**src/rtl/stt_pkg.sv**
```systemverilog
// Package for the soft timer table: payload structs, codes and state type.
// Used by every module of the block; depends on nothing.
package stt_pkg;

  localparam int unsigned ENTRY_W = 6;
  localparam int unsigned TICK_W = 16;

  typedef enum logic [1:0] {
    KIND_ARM = 2'd0,
    KIND_CANCEL = 2'd1,
    KIND_DISPATCH = 2'd2,
    KIND_NONE = 2'd3
  } kind_e;

  typedef enum logic [2:0] {
    STAT_ARMED = 3'd0,
    STAT_REFUSED = 3'd1,
    STAT_CANCELLED = 3'd2,
    STAT_INVALID = 3'd3,
    STAT_FIRED = 3'd4,
    STAT_DONE = 3'd5
  } status_e;

  typedef enum logic {
    REG_MIN_DELAY = 1'b0,
    REG_MAX_DELAY = 1'b1
  } reg_e;

  typedef enum logic [2:0] {
    ST_IDLE,
    ST_WALK,
    ST_MODW,
    ST_EMIT
  } state_e;

  typedef struct packed {
    logic [1:0] kind;
    logic has_callback;
    logic [TICK_W-1:0] delay;
    logic [TICK_W-1:0] period;
    logic [ENTRY_W-1:0] handle;
    logic [TICK_W-1:0] elapsed;
  } in_beat_t;

  typedef struct packed {
    logic [2:0] status;
    logic [ENTRY_W-1:0] entry;
    logic reload_set;
    logic [TICK_W-1:0] reload_value;
    logic running;
    logic last;
  } out_beat_t;

endpackage

```
**src/rtl/stt_mod_unit.sv**
```systemverilog
// Serial restoring remainder unit: one quotient bit per cycle.
// Depends on stt_pkg for the tick width.
module stt_mod_unit import stt_pkg::*; (
  input  logic clk_i,
  input  logic rst_ni,
  input  logic start_i,
  input  logic [TICK_W-1:0] dividend_i,
  input  logic [TICK_W-1:0] divisor_i,
  output logic done_o,
  output logic [TICK_W-1:0] rem_o
);

  localparam int unsigned CNT_W = $clog2(TICK_W + 1);

  logic [CNT_W-1:0] cnt_q, cnt_d;
  logic busy_q, busy_d;
  logic done_q, done_d;
  logic [TICK_W-1:0] dvd_q, dvd_d;
  logic [TICK_W-1:0] dvs_q, dvs_d;
  logic [TICK_W-1:0] rem_q, rem_d;
  logic [TICK_W:0] trial;

  always_comb begin
    busy_d = busy_q;
    done_d = 1'b0;
    cnt_d = cnt_q;
    dvd_d = dvd_q;
    dvs_d = dvs_q;
    rem_d = rem_q;
    trial = {rem_q, dvd_q[TICK_W-1]};
    if (start_i) begin
      busy_d = 1'b1;
      cnt_d = '0;
      dvd_d = dividend_i;
      dvs_d = divisor_i;
      rem_d = '0;
    end else if (busy_q) begin
      dvd_d = {dvd_q[TICK_W-2:0], 1'b0};
      if (trial >= {1'b0, dvs_q}) begin
        rem_d = TICK_W'(trial - {1'b0, dvs_q});
      end else begin
        rem_d = trial[TICK_W-1:0];
      end
      cnt_d = cnt_q + 1'b1;
      if (cnt_q == CNT_W'(TICK_W - 1)) begin
        busy_d = 1'b0;
        done_d = 1'b1;
      end
    end
  end

  always_ff @(posedge clk_i or negedge rst_ni) begin
    if (!rst_ni) begin
      busy_q <= 1'b0;
      done_q <= 1'b0;
      cnt_q <= '0;
    end else begin
      busy_q <= busy_d;
      done_q <= done_d;
      cnt_q <= cnt_d;
    end
  end

  always_ff @(posedge clk_i) begin
    dvd_q <= dvd_d;
    dvs_q <= dvs_d;
    rem_q <= rem_d;
  end

  assign done_o = done_q;
  assign rem_o = rem_q;

endmodule

```
**src/rtl/soft_timer_table_unit.sv**
```systemverilog
// Top level of the soft timer table: entry store, sequencer and result register.
// Depends on stt_pkg and stt_mod_unit.
//
//   channel | direction | handshake              | payload
//   in      | input     | in_valid_i / in_stall_o | in_data_i (in_beat_t)
//   out     | output    | out_valid_o / out_stall_i | out_data_o (out_beat_t)
//   cfg     | input     | cfg_we_i                | cfg_idx_i, cfg_data_i
//
// Arm and cancel are handled in the idle state with one result beat each. A dispatch
// walks the entries one per cycle, but holds on each periodic entry that fires while
// the serial remainder unit runs, then sends one beat per fired entry and a final beat.
// Reset is asynchronous, clears the armed flags and sets the sleep time to 0xFFFF.
// A stalled result beat holds the sequencer; no input is taken until done.
module soft_timer_table_unit import stt_pkg::*; #(
  parameter int unsigned NUM_TIMERS = 16
) (
  input  logic clk_i,
  input  logic rst_ni,
  input  logic in_valid_i,
  output logic in_stall_o,
  input  in_beat_t in_data_i,
  output logic out_valid_o,
  input  logic out_stall_i,
  output out_beat_t out_data_o,
  input  logic cfg_we_i,
  input  logic cfg_idx_i,
  input  logic [TICK_W-1:0] cfg_data_i
);

  localparam int unsigned IW = (NUM_TIMERS > 1) ? $clog2(NUM_TIMERS) : 1;
  localparam int unsigned CW = $clog2(NUM_TIMERS + 1);

  state_e state_q, state_d;
  logic [TICK_W-1:0] min_q, max_q;
  logic [NUM_TIMERS-1:0] armed_q, armed_d;
  logic [NUM_TIMERS-1:0] fired_q, fired_d;
  logic [TICK_W-1:0] iv_q [NUM_TIMERS];
  logic [TICK_W:0] rem_q [NUM_TIMERS];
  logic wr_en;
  logic [IW-1:0] wr_idx;
  logic [TICK_W-1:0] wr_iv;
  logic wr_iv_en;
  logic [TICK_W:0] wr_rem;
  logic [TICK_W:0] sleep_q, sleep_d;
  logic [TICK_W+1:0] tot_q, tot_d;
  logic [TICK_W-1:0] next_q, next_d;
  logic [TICK_W-1:0] elap_q, elap_d;
  logic [CW-1:0] idx_q, idx_d;
  logic [IW-1:0] cur;
  out_beat_t out_q, out_d;
  logic out_valid_q, out_valid_d;
  logic out_free, accept;
  logic walk_end, cur_due, emit_end;
  logic mod_start, mod_done;
  logic [TICK_W-1:0] mod_rem;
  logic slot_found;
  logic [IW-1:0] slot;
  logic [TICK_W-1:0] dl, pd;
  logic [TICK_W:0] decr;

  assign out_free = !out_valid_q || !out_stall_i;
  assign in_stall_o = !(state_q == ST_IDLE) || !out_free;
  assign accept = in_valid_i && !in_stall_o;
  assign cur = idx_q[IW-1:0];
  assign walk_end = (idx_q == CW'(NUM_TIMERS));
  assign emit_end = walk_end;
  assign cur_due = ({1'b0, rem_q[cur]} <= tot_q);
  assign decr = TICK_W'(0) + (TICK_W+1)'({1'b0, rem_q[cur]} - tot_q);
  assign mod_start = (state_q == ST_WALK) && !walk_end && armed_q[cur] && cur_due
                     && (iv_q[cur] != '0);

  always_comb begin
    slot_found = 1'b0;
    slot = '0;
    for (int i = NUM_TIMERS - 1; i >= 0; i--) begin
      if (!armed_q[i]) begin
        slot_found = 1'b1;
        slot = IW'(i);
      end
    end
    dl = (in_data_i.delay < min_q) ? min_q : in_data_i.delay;
    dl = (dl > max_q) ? max_q : dl;
    pd = (in_data_i.period != '0 && in_data_i.period < min_q) ? min_q : in_data_i.period;
  end

  stt_mod_unit u_mod (
    .clk_i(clk_i),
    .rst_ni(rst_ni),
    .start_i(mod_start),
    .dividend_i(elap_q),
    .divisor_i(iv_q[cur]),
    .done_o(mod_done),
    .rem_o(mod_rem)
  );

  always_comb begin
    state_d = state_q;
    unique case (state_q)
      ST_IDLE: begin
        if (accept && in_data_i.kind == KIND_DISPATCH) begin
          state_d = ST_WALK;
        end
      end
      ST_WALK: begin
        if (walk_end) begin
          state_d = ST_EMIT;
        end else if (mod_start) begin
          state_d = ST_MODW;
        end
      end
      ST_MODW: begin
        if (mod_done) begin
          state_d = ST_WALK;
        end
      end
      ST_EMIT: begin
        if (emit_end && out_free) begin
          state_d = ST_IDLE;
        end
      end
      default: state_d = ST_IDLE;
    endcase
  end

  always_comb begin
    armed_d = armed_q;
    fired_d = fired_q;
    sleep_d = sleep_q;
    tot_d = tot_q;
    next_d = next_q;
    elap_d = elap_q;
    idx_d = idx_q;
    out_d = out_q;
    out_valid_d = out_valid_q && out_stall_i;
    wr_en = 1'b0;
    wr_iv_en = 1'b0;
    wr_idx = cur;
    wr_iv = pd;
    wr_rem = decr;
    unique case (state_q)
      ST_IDLE: begin
        if (accept) begin
          out_d.entry = '0;
          out_d.reload_set = 1'b0;
          out_d.reload_value = '0;
          out_d.last = 1'b1;
          case (in_data_i.kind)
            KIND_ARM: begin
              out_valid_d = 1'b1;
              if (!in_data_i.has_callback || !slot_found) begin
                out_d.status = STAT_REFUSED;
              end else begin
                out_d.status = STAT_ARMED;
                out_d.entry = ENTRY_W'(slot);
                if (sleep_q > {1'b0, in_data_i.elapsed}
                    && (sleep_q - {1'b0, in_data_i.elapsed}) > {1'b0, dl}) begin
                  sleep_d = {1'b0, dl} + {1'b0, in_data_i.elapsed};
                  out_d.reload_set = 1'b1;
                  out_d.reload_value = dl;
                end
                wr_en = 1'b1;
                wr_iv_en = 1'b1;
                wr_idx = slot;
                wr_rem = {1'b0, dl} + {1'b0, in_data_i.elapsed};
                armed_d[slot] = 1'b1;
              end
            end
            KIND_CANCEL: begin
              out_valid_d = 1'b1;
              out_d.entry = in_data_i.handle;
              if (in_data_i.handle < ENTRY_W'(NUM_TIMERS)) begin
                out_d.status = STAT_CANCELLED;
                armed_d[in_data_i.handle[IW-1:0]] = 1'b0;
              end else begin
                out_d.status = STAT_INVALID;
              end
            end
            KIND_DISPATCH: begin
              tot_d = {1'b0, sleep_q} + (TICK_W+2)'(in_data_i.elapsed);
              next_d = max_q;
              elap_d = in_data_i.elapsed;
              idx_d = '0;
              fired_d = '0;
            end
            default: begin
            end
          endcase
          out_d.running = |armed_d;
        end
      end
      ST_WALK: begin
        if (walk_end) begin
          sleep_d = {1'b0, next_q};
          idx_d = '0;
        end else if (!armed_q[cur]) begin
          idx_d = idx_q + 1'b1;
        end else if (cur_due) begin
          fired_d[cur] = 1'b1;
          if (iv_q[cur] == '0) begin
            armed_d[cur] = 1'b0;
            idx_d = idx_q + 1'b1;
          end
        end else begin
          wr_en = 1'b1;
          if (decr < {1'b0, next_q}) begin
            next_d = decr[TICK_W-1:0];
          end
          idx_d = idx_q + 1'b1;
        end
      end
      ST_MODW: begin
        if (mod_done) begin
          wr_en = 1'b1;
          wr_rem = {1'b0, iv_q[cur] - mod_rem};
          if ((iv_q[cur] - mod_rem) < next_q) begin
            next_d = iv_q[cur] - mod_rem;
          end
          idx_d = idx_q + 1'b1;
        end
      end
      ST_EMIT: begin
        if (out_free) begin
          out_d.running = |armed_q;
          if (emit_end) begin
            out_valid_d = 1'b1;
            out_d.status = STAT_DONE;
            out_d.entry = '0;
            out_d.reload_set = 1'b1;
            out_d.reload_value = next_q;
            out_d.last = 1'b1;
          end else begin
            if (fired_q[cur]) begin
              out_valid_d = 1'b1;
              out_d.status = STAT_FIRED;
              out_d.entry = ENTRY_W'(cur);
              out_d.reload_set = 1'b0;
              out_d.reload_value = '0;
              out_d.last = 1'b0;
            end
            idx_d = idx_q + 1'b1;
          end
        end
      end
      default: begin
      end
    endcase
  end

  always_ff @(posedge clk_i or negedge rst_ni) begin
    if (!rst_ni) begin
      state_q <= ST_IDLE;
      armed_q <= '0;
      sleep_q <= (TICK_W+1)'(16'hFFFF);
      min_q <= TICK_W'(1);
      max_q <= 16'hFFFF;
      out_valid_q <= 1'b0;
      idx_q <= '0;
    end else begin
      state_q <= state_d;
      armed_q <= armed_d;
      sleep_q <= sleep_d;
      out_valid_q <= out_valid_d;
      idx_q <= idx_d;
      if (cfg_we_i) begin
        if (cfg_idx_i == REG_MIN_DELAY) begin
          min_q <= cfg_data_i;
        end else begin
          max_q <= cfg_data_i;
        end
      end
    end
  end

  always_ff @(posedge clk_i) begin
    fired_q <= fired_d;
    tot_q <= tot_d;
    next_q <= next_d;
    elap_q <= elap_d;
    out_q <= out_d;
    if (wr_en) begin
      rem_q[wr_idx] <= wr_rem;
    end
    if (wr_iv_en) begin
      iv_q[wr_idx] <= wr_iv;
    end
  end

  assign out_valid_o = out_valid_q;
  assign out_data_o = out_q;

  a_fired_not_last: assert property (@(posedge clk_i) disable iff (!rst_ni)
    out_valid_o && out_data_o.status == STAT_FIRED |-> !out_data_o.last)
    else $error("fired beat marked last");
  a_done_reload: assert property (@(posedge clk_i) disable iff (!rst_ni)
    out_valid_o && out_data_o.status == STAT_DONE |-> out_data_o.reload_set && out_data_o.last)
    else $error("dispatch done beat without reload");
  a_mod_in_wait: assert property (@(posedge clk_i) disable iff (!rst_ni)
    mod_done |-> state_q == ST_MODW)
    else $error("remainder finished outside wait state");
  a_dispatch_walk: assert property (@(posedge clk_i) disable iff (!rst_ni)
    accept && in_data_i.kind == KIND_DISPATCH |=> state_q == ST_WALK && idx_q == '0)
    else $error("dispatch did not start the walk");

endmodule

```
**config.mk**
```make
export PLATFORM = sky130hd
export DESIGN_NAME = soft_timer_table_unit
export DESIGN_NICKNAME = d
export VERILOG_FILES = /design/src/rtl/stt_pkg.sv /design/src/rtl/stt_mod_unit.sv /design/src/rtl/soft_timer_table_unit.sv
export SDC_FILE = /design/constraint.sdc
export NUM_CORES = 1
export LEC_CHECK = 0
export ABC_AREA = 1
export BUFFER_PORTS_ARGS = -buffer_cell sky130_fd_sc_hd__buf_2
export CAP_MARGIN = 30
export CORE_UTILIZATION = 45
export CTS_CLUSTER_SIZE = 10
export DETAILED_ROUTE_END_ITERATION = 10
export MAX_ROUTING_LAYER = met4
export PLACE_DENSITY = 0.65
export SLEW_MARGIN = 30
export SYNTH_ARGS = -nofsm -noshare
export SYNTH_HDL_FRONTEND = slang
export SYNTH_SLANG_ARGS = --single-unit
```
**constraint.sdc**
```tcl
create_clock -name clk_i -period 13.25 [get_ports clk_i]
set_input_delay 0 -clock clk_i [delete_from_list [all_inputs] [get_ports clk_i]]
set_output_delay 0 -clock clk_i [all_outputs]
set_load 0.05 [all_outputs]
```
# Yosys cells after proc, flatten, opt, wreduce, memory -nomap -nowiden

Memory sizes are Yosys's and may differ from the RTL's.
Cells that the tools add are included.

Input port bits: 79
Bits in writable memories: 528
Output and inout port bits: 30
Memory bits (read-only): 0
Register bits: 223
Memories kept: 2
Bits in latches: 0

Bitwise logic cells: 7
Reductions and logical operators: 49
Shift-type cells: 0
Muxes and demuxes: 145
Div/mod/pow operators: 0
Multiply operators: 0
Eq/ne operators: 29
Magnitude comparators: 16
$add $sub $neg: 8

Memory list:

| name  | words | width | rd ports | clocked after Yosys merged registers in | wr ports | RTL line                    | text |
|---|---|---|---|---|---|---|---|
| rem_q | 16    | 17    | 1        | 0                                       | 1        | soft_timer_table_unit.sv:38 | `logic [TICK_W:0] rem_q [NUM_TIMERS];` |
| iv_q  | 16    | 16    | 1        | 0                                       | 1        | soft_timer_table_unit.sv:37 | `logic [TICK_W-1:0] iv_q [NUM_TIMERS];` |

Operators with widths:

| operator                                                   | number |
|---|---|
| 16-bit 2-to-1 mux                                          | 28 |
| 17-bit 2-to-1 mux                                          | 11 |
| 16-bit case mux with 2 select lines                        | 3 |
| 4-bit 2-to-1 mux                                           | 20 |
| 17-bit case mux with 2 select lines                        | 2 |
| 28-bit 2-to-1 mux                                          | 2 |
| 28-bit case mux with 2 select lines                        | 1 |
| 5-bit 2-to-1 mux                                           | 11 |
| 26-bit 2-to-1 mux                                          | 2 |
| 16-bit < comparator                                        | 3 |
| 1-bit 2-to-1 mux                                           | 48 |
| 16-bit case mux with 3 select lines                        | 1 |
| 17-bit by 16-bit greater-than comparator with 1-bit output | 2 |
| 16-bit bitwise AND                                         | 2 |
| 16-bit inverter                                            | 2 |
| 16-bit bitwise OR                                          | 2 |
| 16-bit nonzero test                                        | 2 |
| 16-bit OR reduction                                        | 2 |
| 16-bit subtractor                                          | 2 |
| 21-bit 2-to-1 mux                                          | 1 |
| 2-bit inequality test, second input constant               | 10 |
| 5-bit case mux with 4 select lines                         | 1 |
| 17-bit by 16-bit adder with 18-bit output                  | 1 |
| 17-bit by 18-bit <= comparator with 1-bit output           | 1 |
| other kinds (45)                                           | 94 |

# Logic depth before layout (Yosys ltp)

Gate-level depths: netlist of the first run.

Depth in word-level cells: 28
Gate-level depth with buffers: 42

# Cells and area by module

Synthesis of the first run repeated with hierarchy kept, for this count alone.

Cells, all modules: 4052
Area total of the unflattened synthesis: 39044.9 sq um

By module, submodules not included:

| module                | instances | area each (sq um) | seq. area each (sq um) | cells each |
|---|---|---|---|---|
| soft_timer_table_unit | 1         | 35617.9           | 20546.0                | 3594 |
| stt_mod_unit          | 1         | 3427.0            | 1456.4                 | 458 |

# Worst setup path before layout of the first run

Ideal clock, no wire load.

Path type: register to register
Start: register idx_q[0]
End: register next_q[0], enable pin
Cell stages (with the launch flop): 30
Required time: 12.862 ns
Slack: 7.636 ns
Period minus slack after synthesis: 5.614 ns
Arrival: 5.225 ns
Path through: dfrtp_1 buf_6 inv_2 buf_6 buf_2 clkbuf_1 clkbuf_1 clkbuf_1 nor2_1 o22ai_1 nand2_1 nand4_1 ha_1 a21oi_1 nand2_1 nand2_1 nand3_1 a21boi_0 o21ai_0 a21boi_0 nor2_1 o21ai_0 nand3b_1 and2_1 ha_1 a21oi_1 nand2_1 nand2_1 nand2_1 nor2_1

Cells in the longest elaborated chain, start to end: 5
Elaborated cells on any way between the ends: 16
Those cells by class: add/sub (2); order compare (3); eq/ne (6); mux (2); reduce/logical (1); memory (2)

RTL lines:

| item                                                                                                | RTL line                                                   | text |
|---|---|---|
| start, declared                                                                                     | soft_timer_table_unit.sv:48                                | `logic [CW-1:0] idx_q, idx_d;` |
| start signal, assigned                                                                              | soft_timer_table_unit.sv:263                               | `idx_q <= idx_d;` |
| memory read 16 x 17 bit or memory read 16 x 16 bit (tied branches)                                  | --                                                         |  |
| 17-bit subtractor or 16-bit subtractor (tied branches)                                              | soft_timer_table_unit.sv:68, soft_timer_table_unit.sv:215  |  |
| 17-bit by 16-bit < comparator with 1-bit output or 16-bit < comparator (tied branches)              | soft_timer_table_unit.sv:205, soft_timer_table_unit.sv:215 |  |
| 2-bit by 1-bit inequality test with 1-bit output (no line) or 2-bit inequality test (tied branches) | --                                                         |  |
| 9-bit AND reduction (no line) (*)                                                                   | --                                                         |  |
| end signal, assigned                                                                                | soft_timer_table_unit.sv:277                               | `next_q <= next_d;` |
| end, declared                                                                                       | soft_timer_table_unit.sv:46                                | `logic [TICK_W-1:0] next_q, next_d;` |

Mark *: on every way between the ends. The rest lies on a longest branch, timed or not. The select of a mux whose other input is x is not followed.
A chain may end at the register's enable or synchronous reset.

# Worst setup path after layout of the first run

Start: register min_q[1]
End: memory rem_q[6][14] in the netlist's numbering (data pin)

Cells in the longest elaborated chain, start to end: 9

RTL lines:

| item                                          | RTL line                     | text |
|---|---|---|
| start, declared                               | soft_timer_table_unit.sv:34  | `logic [TICK_W-1:0] min_q, max_q;` |
| start signal, assigned                        | soft_timer_table_unit.sv:266 | `min_q <= cfg_data_i;` |
| 16-bit < comparator                           | soft_timer_table_unit.sv:81  | `dl = (in_data_i.delay < min_q) ? min_q : in_data_i.delay;` |
| 16-bit 2-to-1 mux (*)                         | soft_timer_table_unit.sv:81  |  |
| 16-bit greater-than comparator                | soft_timer_table_unit.sv:82  | `dl = (dl > max_q) ? max_q : dl;` |
| 16-bit 2-to-1 mux (*)                         | soft_timer_table_unit.sv:82  |  |
| 16-bit by 16-bit adder with 17-bit output (*) | soft_timer_table_unit.sv:164 | `wr_rem = {1'b0, dl} + {1'b0, in_data_i.elapsed};` |
| 17-bit 2-to-1 mux (*)                         | soft_timer_table_unit.sv:150 | `if (!in_data_i.has_callback \|\| !slot_found) begin` |
| 17-bit 2-to-1 mux (*)                         | soft_timer_table_unit.sv:147 | `case (in_data_i.kind)` |
| 17-bit 2-to-1 mux (*)                         | soft_timer_table_unit.sv:142 | `if (accept) begin` |
| 17-bit case mux with 2 select lines (*)       | soft_timer_table_unit.sv:140 | `unique case (state_q)` |
| net wr_rem[14]                                | soft_timer_table_unit.sv:43  | `logic [TICK_W:0] wr_rem;` |
| end, declared                                 | soft_timer_table_unit.sv:38  |  |

Mark *: on every way through the listed nets, which the timed path passes. The rest lies on a longest branch.

==> flow_summary_export.csv, run 1 <==
group,metric,value,unit
pwr,swShare,0.2634,
critical_path,cp_common_cell,"nand2_1",
cells_and_area,syn_to_final_growth,13.63,%
cells_and_area,final_nets,4298,
sta,fin_worst_skew,0.06870,ns
place,preCtsSetupSlack,6.085,ns
yosys,synth.cell_area,0.03817,sq mm
yosys,yosysTopAreaCell,"edfxtp_1",
floorplan,io_pins,109,
yosys,yosysMostFrequentCell,"nand2_1",
place,place_hpwl,77120,um
pwr,seq_power_share,0.469,
pwr,leakagePower,16.81,nW
drt,drt_wl_total,117600,um
critical_path,cp.required,13.43,ns
sta,finalSetupViolCount,0,
sta,worst_slack,5.957,ns
pwr,clkPwrFrac,0.405,
yosys,avgSynthCellArea,9.887,sq um
sta,slew_headroom,0.3210,
critical_path,crit_arrival,7.47,ns
floorplan,coreArea,0.08382,sq mm
grt,grt_pass1_vias,28050,
clocking,htree_levels,3,
floorplan,die_y,293.3,um
drt,ant_nets,0,
cells_and_area,stdcell_area,0.04338,sq mm
sta,worstMarginPinSlew,1.019,ns
clocking,cts-root-buf,"clkbuf_16",
floorplan,initial_core_util,0.4554,
yosys,yosysUniqueCellTypes,62,
critical_path,cp_slowest_cell,"nand2_1",
worst_hold_path,hold_path_class,"input port to flop",
sta,fmax,137.1,MHz
clocking,cts_buffer_depth,3,
drt,wl_per_cell,22.56,um
clocking,post_cts_resized,0,
pwr,ir_worst_vdd,0.09579,mV
sta,tns,0,ns
grt,grt_usage,0.2801,
run_status,status,"completed",
critical_path,cp-start-kind,"flop",
clocking,clock_latency,0.69,ns
drt,drc,0,
yosys,synthArstFlopShare,0.1067,
place,gp_congestion,0.9990,
yosys,syn-num-nets,4144,
critical_path,critPathKind,"flop to flop",
drt,routed_via_density,5.679,
drt,drt_iter0_drc,3009,
pwr,internal_power,4.121,mW
floorplan,die_w,293.3,um
critical_path,max_stage_delay,0.67,ns
floorplan,row_count,106,
sta,drv_slew,0,
yosys,synth_top_area_frac,0.5145,
grt,grt_pass1_wl,175400,um
grt,grt_remaining_overflow,0,
place,place_area,0.04007,sq mm
run,cap_violations,0,
yosys,synth_warnings,0,
grt,grt_max_degree,132,
pwr,finalPower,5.595,mW
yosys,synthTopCellsByCount,"682 x nand2_1, 654 x edfxtp_1, 443 x o21ai_0",
sta,hold_viol,0,
sta,rsz0062_at_grt,"no",
cells_and_area,drive_gt1_frac,0.09568,
yosys,syn_inst,3861,
critical_path,worstSetupEndpointType,"flop",
clocking,cts_tree,"yes",
drt,dr.pass1.iters,6,
yosys,synth_area_leaders,"edfxtp_1 51%, nand2_1 6.7%, ha_1 6.5%",
critical_path,cpLargestDelayFamily,"compound AO/OA/AOI/OAI gates",
clocking,cts.sinks,750,
clocking,path_clk_slew,0.06,ns
clocking,numCtsBuffers,87,
pwr,power_density,129.0,mW/mm^2
drt,num_vias,29600,
yosys,synth_edf_count,654,
pwr,combPwrFrac,0.126,
yosys,ys_ff_latch,750,
sta,period_needed,7.293,ns
critical_path,worstPathMaxFanout,32,
grt,antenna_found_initial,3,
sta,whs,0.02422,ns
pwr,switchingPower,1.474,mW
yosys,synth_flop_cell,"edfxtp_1",
floorplan,dieArea,0.08600,sq mm
place,portBuffers,108,
sta,fin_crit_sh,0.5504,
critical_path,critPathBufInv,5,
yosys,ys_seq_area_frac,0.5764,
path summary, 6_finish.rpt:
kind | from | endpoint | slack (ns) | cells past startpoint
max | min_q[1] | rem_q[6][14] | 5.96 | 34
min | cfg_idx_i | max_q[7] | 0.02 | 4
max reg2reg | min_q[1] | rem_q[6][14] | 5.96 | 34
min reg2reg | sleep_q[7] | sleep_q[7] | 0.48 | 2
max in group asynchronous | rst_ni | min_q[14] | 11.88 | 3
min in group asynchronous | rst_ni | sleep_q[7] | 0.05 | 2
kinds of logic (layout without fill, tap and decap cells):
kind of cell    Yosys count  count (layout)  synth area share
simple gates           1326            1326            0.1413
compound gates          958             958            0.1373
buf+inv                 537             752           0.05716
flops                   750             750            0.5764
other cells               0               2                 0
fa+ha+maj               204             204           0.06804
mux                       1               1         0.0002622
xor+xnor                 85              85           0.01950
repair_timing:
action	in CTS	in global routing
hold buffers	58	0
hold endpoints to repair	218	0
buffers inserted	0	0
power by group through the flow:
stage	clock, mW	combinational [mW]	sequential (mW)
4_1_cts	2.29	0.686	2.62
6_report	2.27	0.707	2.62
3_3_place_gp	0	0.666	2.67
2_1_floorplan	0	0.411	2.67
5_1_grt	2.38	0.773	2.62
3_5_place_dp	0	0.668	2.67
routing by layer:
layer / vias up / share of wire / track usage
met5: - / 0 / -
met4: 0 / 0.031 / 0.08981
met3: 207 / 0.077 / 0.03517
met2: 1246 / 0.46 / 0.4263
met1: 14350 / 0.44 / 0.3906
li1: 13800 / - / -
cell type report:
class	instances	area, sq um
multi-input combinational	2574	14180
timing repair buffer	244	1737
fill	7613	40440
antenna	2	5.005
inverter	358	1354
sequential	750	22010
tap	1134	1419
clock inverter	10	236.5
clock buffer	140	2437
cells in the final DEF (no fill, tap or decap), types with 14 or more instances in the layout:
cell type | netlist | routed
dlygate4sd3_1 | 0 | 58
a31oi_1 | 17 | 17
clkbuf_1 | 127 | 48
nor4_1 | 14 | 14
xor2_1 | 68 | 68
nand4_1 | 55 | 55
nor3_1 | 32 | 32
nor2_2 | 1 | 26
buf_2 | 25 | 109
xnor2_1 | 17 | 17
o211ai_1 | 15 | 15
edfxtp_1 | 654 | 654
ha_1 | 198 | 197
dfxtp_1 | 16 | 16
o22ai_1 | 144 | 144
clkbuf_16 | 0 | 88
a21oi_1 | 201 | 201
nand3_1 | 82 | 82
o21ai_0 | 443 | 436
nand2_1 | 682 | 680
o21ai_1 | 70 | 74
dfrtp_1 | 47 | 45
dfstp_2 | 33 | 33
buf_4 | 2 | 75
inv_1 | 350 | 349
nor2_1 | 438 | 402
flip-flops by register name (all words and copies together) (netlist names):
register / count
rem_q: 272
iv_q: 256
out_data_o: 28
tot_q: 18
sleep_q: 17
armed_q: 16
elap_q: 16
fired_q: 16
max_q: 16
min_q: 16
next_q: 16
u_mod.dvd_q: 16
u_mod.dvs_q: 16
u_mod.rem_o: 16
idx_q: 5
u_mod.cnt_q: 5
state_q: 2
out_valid_o: 1
u_mod.busy_q: 1
u_mod.done_o: 1
worst reg2reg max path, delay by kind of cell (launching register included):
family | cells | cell delay [ns]
DFF | 1 | 0.34
adders and majority gates | 4 | 1.31
and+or+nand+nor | 12 | 2.04
buffers and inverters | 5 | 0.59
AOI/OAI and AO/OA | 13 | 2.54
through the flow:
stage / utilization / cells
after floorplan: - / 3861
after detailed placement: 0.4780 / 5000
after global routing: 0.5175 / 5212
final: 0.5175 / 5212
after global placement: 0.4776 / 4996
after CTS: 0.5169 / 5208
(Power assumes the default switching activity.)
==> inputs of run 2 (changes only) <==
==> constraint.sdc (replaced) <==
create_clock -name clk_i -period 7.1 [get_ports clk_i]
set_input_delay 0 -clock clk_i [delete_from_list [all_inputs] [get_ports clk_i]]
set_output_delay 0 -clock clk_i [all_outputs]
set_load 0.05 [all_outputs]
==> run 2 against run 1 <==
- the run now ends with negative hold slack left
- combinational power up 85%
- die area unchanged
- clock-buffer cell count down 1
- register-to-register slack worse by 5.3 ns
- sequential share of layout area down 0.30 points
==> flow_summary_export.csv, run 2 (synthesized netlist as in run 1, its figures left out) <==
group,metric,value,unit
drt,drc,0,
floorplan,initial_core_util,0.4554,
cells_and_area,layout.cells.most_common,"nand2_1",
pwr,swShare,0.2621,
clocking,cts-root-buf,"clkbuf_16",
floorplan,coreArea,0.08382,sq mm
clocking,htree_levels,3,
critical_path,max_stage_delay,0.37,ns
pwr,seq_power_share,0.470,
sta,drv_slew,0,
grt,grt_pass1_vias,27740,
grt,grt_max_degree,164,
clocking,cts_tree,"yes",
worst_hold_path,hold_depth,4,
critical_path,cp.required,7.44,ns
worst_hold_path,hold_path_class,"input port to flop",
floorplan,io_pins,109,
floorplan,dieArea,0.08600,sq mm
drt,dr.pass1.iters,6,
sta,worstMarginPinSlew,1.075,ns
cells_and_area,layout_common_cells,"681 x nand2_1, 654 x edfxtp_1, 434 x o21ai_0",
drt,wl_met2,54380,um
place,place_hpwl,79460,um
place,gp_congestion,1.032,
critical_path,rrSetupSlack,0.64,ns
critical_path,worstSetupEndpointType,"flop",
cells_and_area,syn_to_final_growth,14.30,%
drt,maxUsedRoutingLayer,"met4",
drt,wl_per_cell,22.34,um
critical_path,r2r-start,"min_q[7]",
place,preCtsSetupSlack,0.4472,ns
cells_and_area,final_nets,4324,
run,cap_violations,0,
pwr,clkPwrFrac,0.404,
pwr,ir_worst_vdd,0.1977,mV
pwr,finalPower,10.40,mW
sta,finalSetupViolCount,0,
run_status,status,"finished, violations left",
sta,tns,0,ns
drt,num_vias,29530,
floorplan,die_y,293.3,um
critical_path,cp_slowest_cell,"dfrtp_1",
sta,fmax,154.8,MHz
sta,whs,-0.005939,ns
sta,fin_worst_skew,0.06969,ns
drt,ant_nets,0,
sta,slew_headroom,0.2835,
run_status,violations,"negative hold slack",
sta,hold_viol,1,
grt,grt_remaining_overflow,0,
critical_path,worstRegToRegCells,32,
grt,grt_usage,0.2785,
floorplan,row_count,106,
grt,antenna_found_initial,4,
drt,drt_iter0_drc,2839,
critical_path,critPathKind,"flop to flop",
drt,drt_wl_total,117100,um
clocking,clock_latency,0.68,ns
cells_and_area,nFillCells,7518,
drt,dr_wl_met3,8285,um
drt,met1_length,51280,um
sta,period_needed,6.461,ns
critical_path,crit_arrival,6.81,ns
worst_hold_path,min_to,"min_q[0]",
place,portBuffers,108,
clocking,path_clk_slew,0.06,ns
pwr,power_density,238.4,mW/mm^2
critical_path,cp_common_cell,"nand2_1",
clocking,cts.sinks,750,
cells_and_area,largest-register,"rem_q",
critical_path,cp-start-kind,"flop",
pwr,combPwrFrac,0.126,
pwr,switchingPower,2.726,mW
pwr,internal_power,7.676,mW
sta,rsz0062_at_grt,"no",
grt,grt_pass1_wl,174200,um
pwr,leakagePower,16.97,nW
floorplan,die_w,293.3,um
sta,fin_crit_sh,0.9100,
clocking,numCtsBuffers,88,
cells_and_area,drive_gt1_frac,0.1014,
critical_path,r2r_end,"rem_q[4][12]",
clocking,cts_buffer_depth,3,
critical_path,worstPathMaxFanout,17,
cells_and_area,largest_reg_flops,272,
critical_path,worstSetupStartpoint,"min_q[7]",
sta,worst_slack,0.6390,ns
worst_hold_path,hp-start,"cfg_we_i",
drt,routed_via_density,5.634,
## run 2: power by group through the flow
stage | clock network, mW | registers [mW] | logic (mW)
after detailed placement | 0 | 4.98 | 1.24
after CTS | 4.25 | 4.89 | 1.28
after floorplan | 0 | 4.97 | 0.768
after global routing | 4.42 | 4.89 | 1.44
final | 4.20 | 4.89 | 1.31
after global placement | 0 | 4.98 | 1.23
## run 2: critical path: cells and delay by family (launching register included)
kind / cells / cell delay [ns]
AND/OR/NAND/NOR: 10 / 1.26
AO/OA/AOI/OAI: 12 / 2.29
XOR/XNOR: 1 / 0.20
adder cells (fa/ha/maj): 3 / 0.91
buffers and inverters: 6 / 1.10
flip-flops: 1 / 0.37
## run 2: area by class of cell
type	count	area, sq um	share of cell area
diodes	5	12.51	0.0002867
clock buffers	139	2456	0.05629
clock inverters	12	192.7	0.004416
inverters	358	1354	0.03103
multi-input cells	2574	14170	0.3249
flip-flops and latches	750	22010	0.5044
well taps	1134	1419	0.03252
repair buffers	269	2016	0.04619
## run 2: worst max path at each step
stage,endpoint,slack [ns],depth (start not counted)
global route,rem_q[12][13],0.03,34
detailed placement,rem_q[7][14],0.45,31
global placement,rem_q[7][14],0.52,31
CTS,rem_q[5][14],0.41,32
floorplan,next_q[0],1.49,29
finish,rem_q[4][12],0.64,32
## run 2: timing repair
item                                    CTS  global route
buffers inserted                          0             1
hold buffers                             63             0
hold endpoints to repair                240             0
resized for setup                         0             5
endpoints found under the setup margin    0            65
## run 2: routing by layer
layer,up-vias,GRT usage
met3,173,0.03888
li1,13870,-
met1,14360,0.3796
met2,1130,0.4357
met4,0,0.07990
met5,-,-
## run 2: through the flow
stage | cells | instance area [sq um] | utilization | hold slack [ns]
global route | 5240 | 43630 | 0.5205 | 0.05195
floorplan | 3861 | 38170 | - | -0.2956
finish | 5241 | 43630 | 0.5206 | -0.005939
detailed placement | 5020 | 40300 | 0.4808 | 0.08128
CTS | 5234 | 43590 | 0.5201 | 0.01177
global placement | 5014 | 40210 | 0.4797 | 0.07480
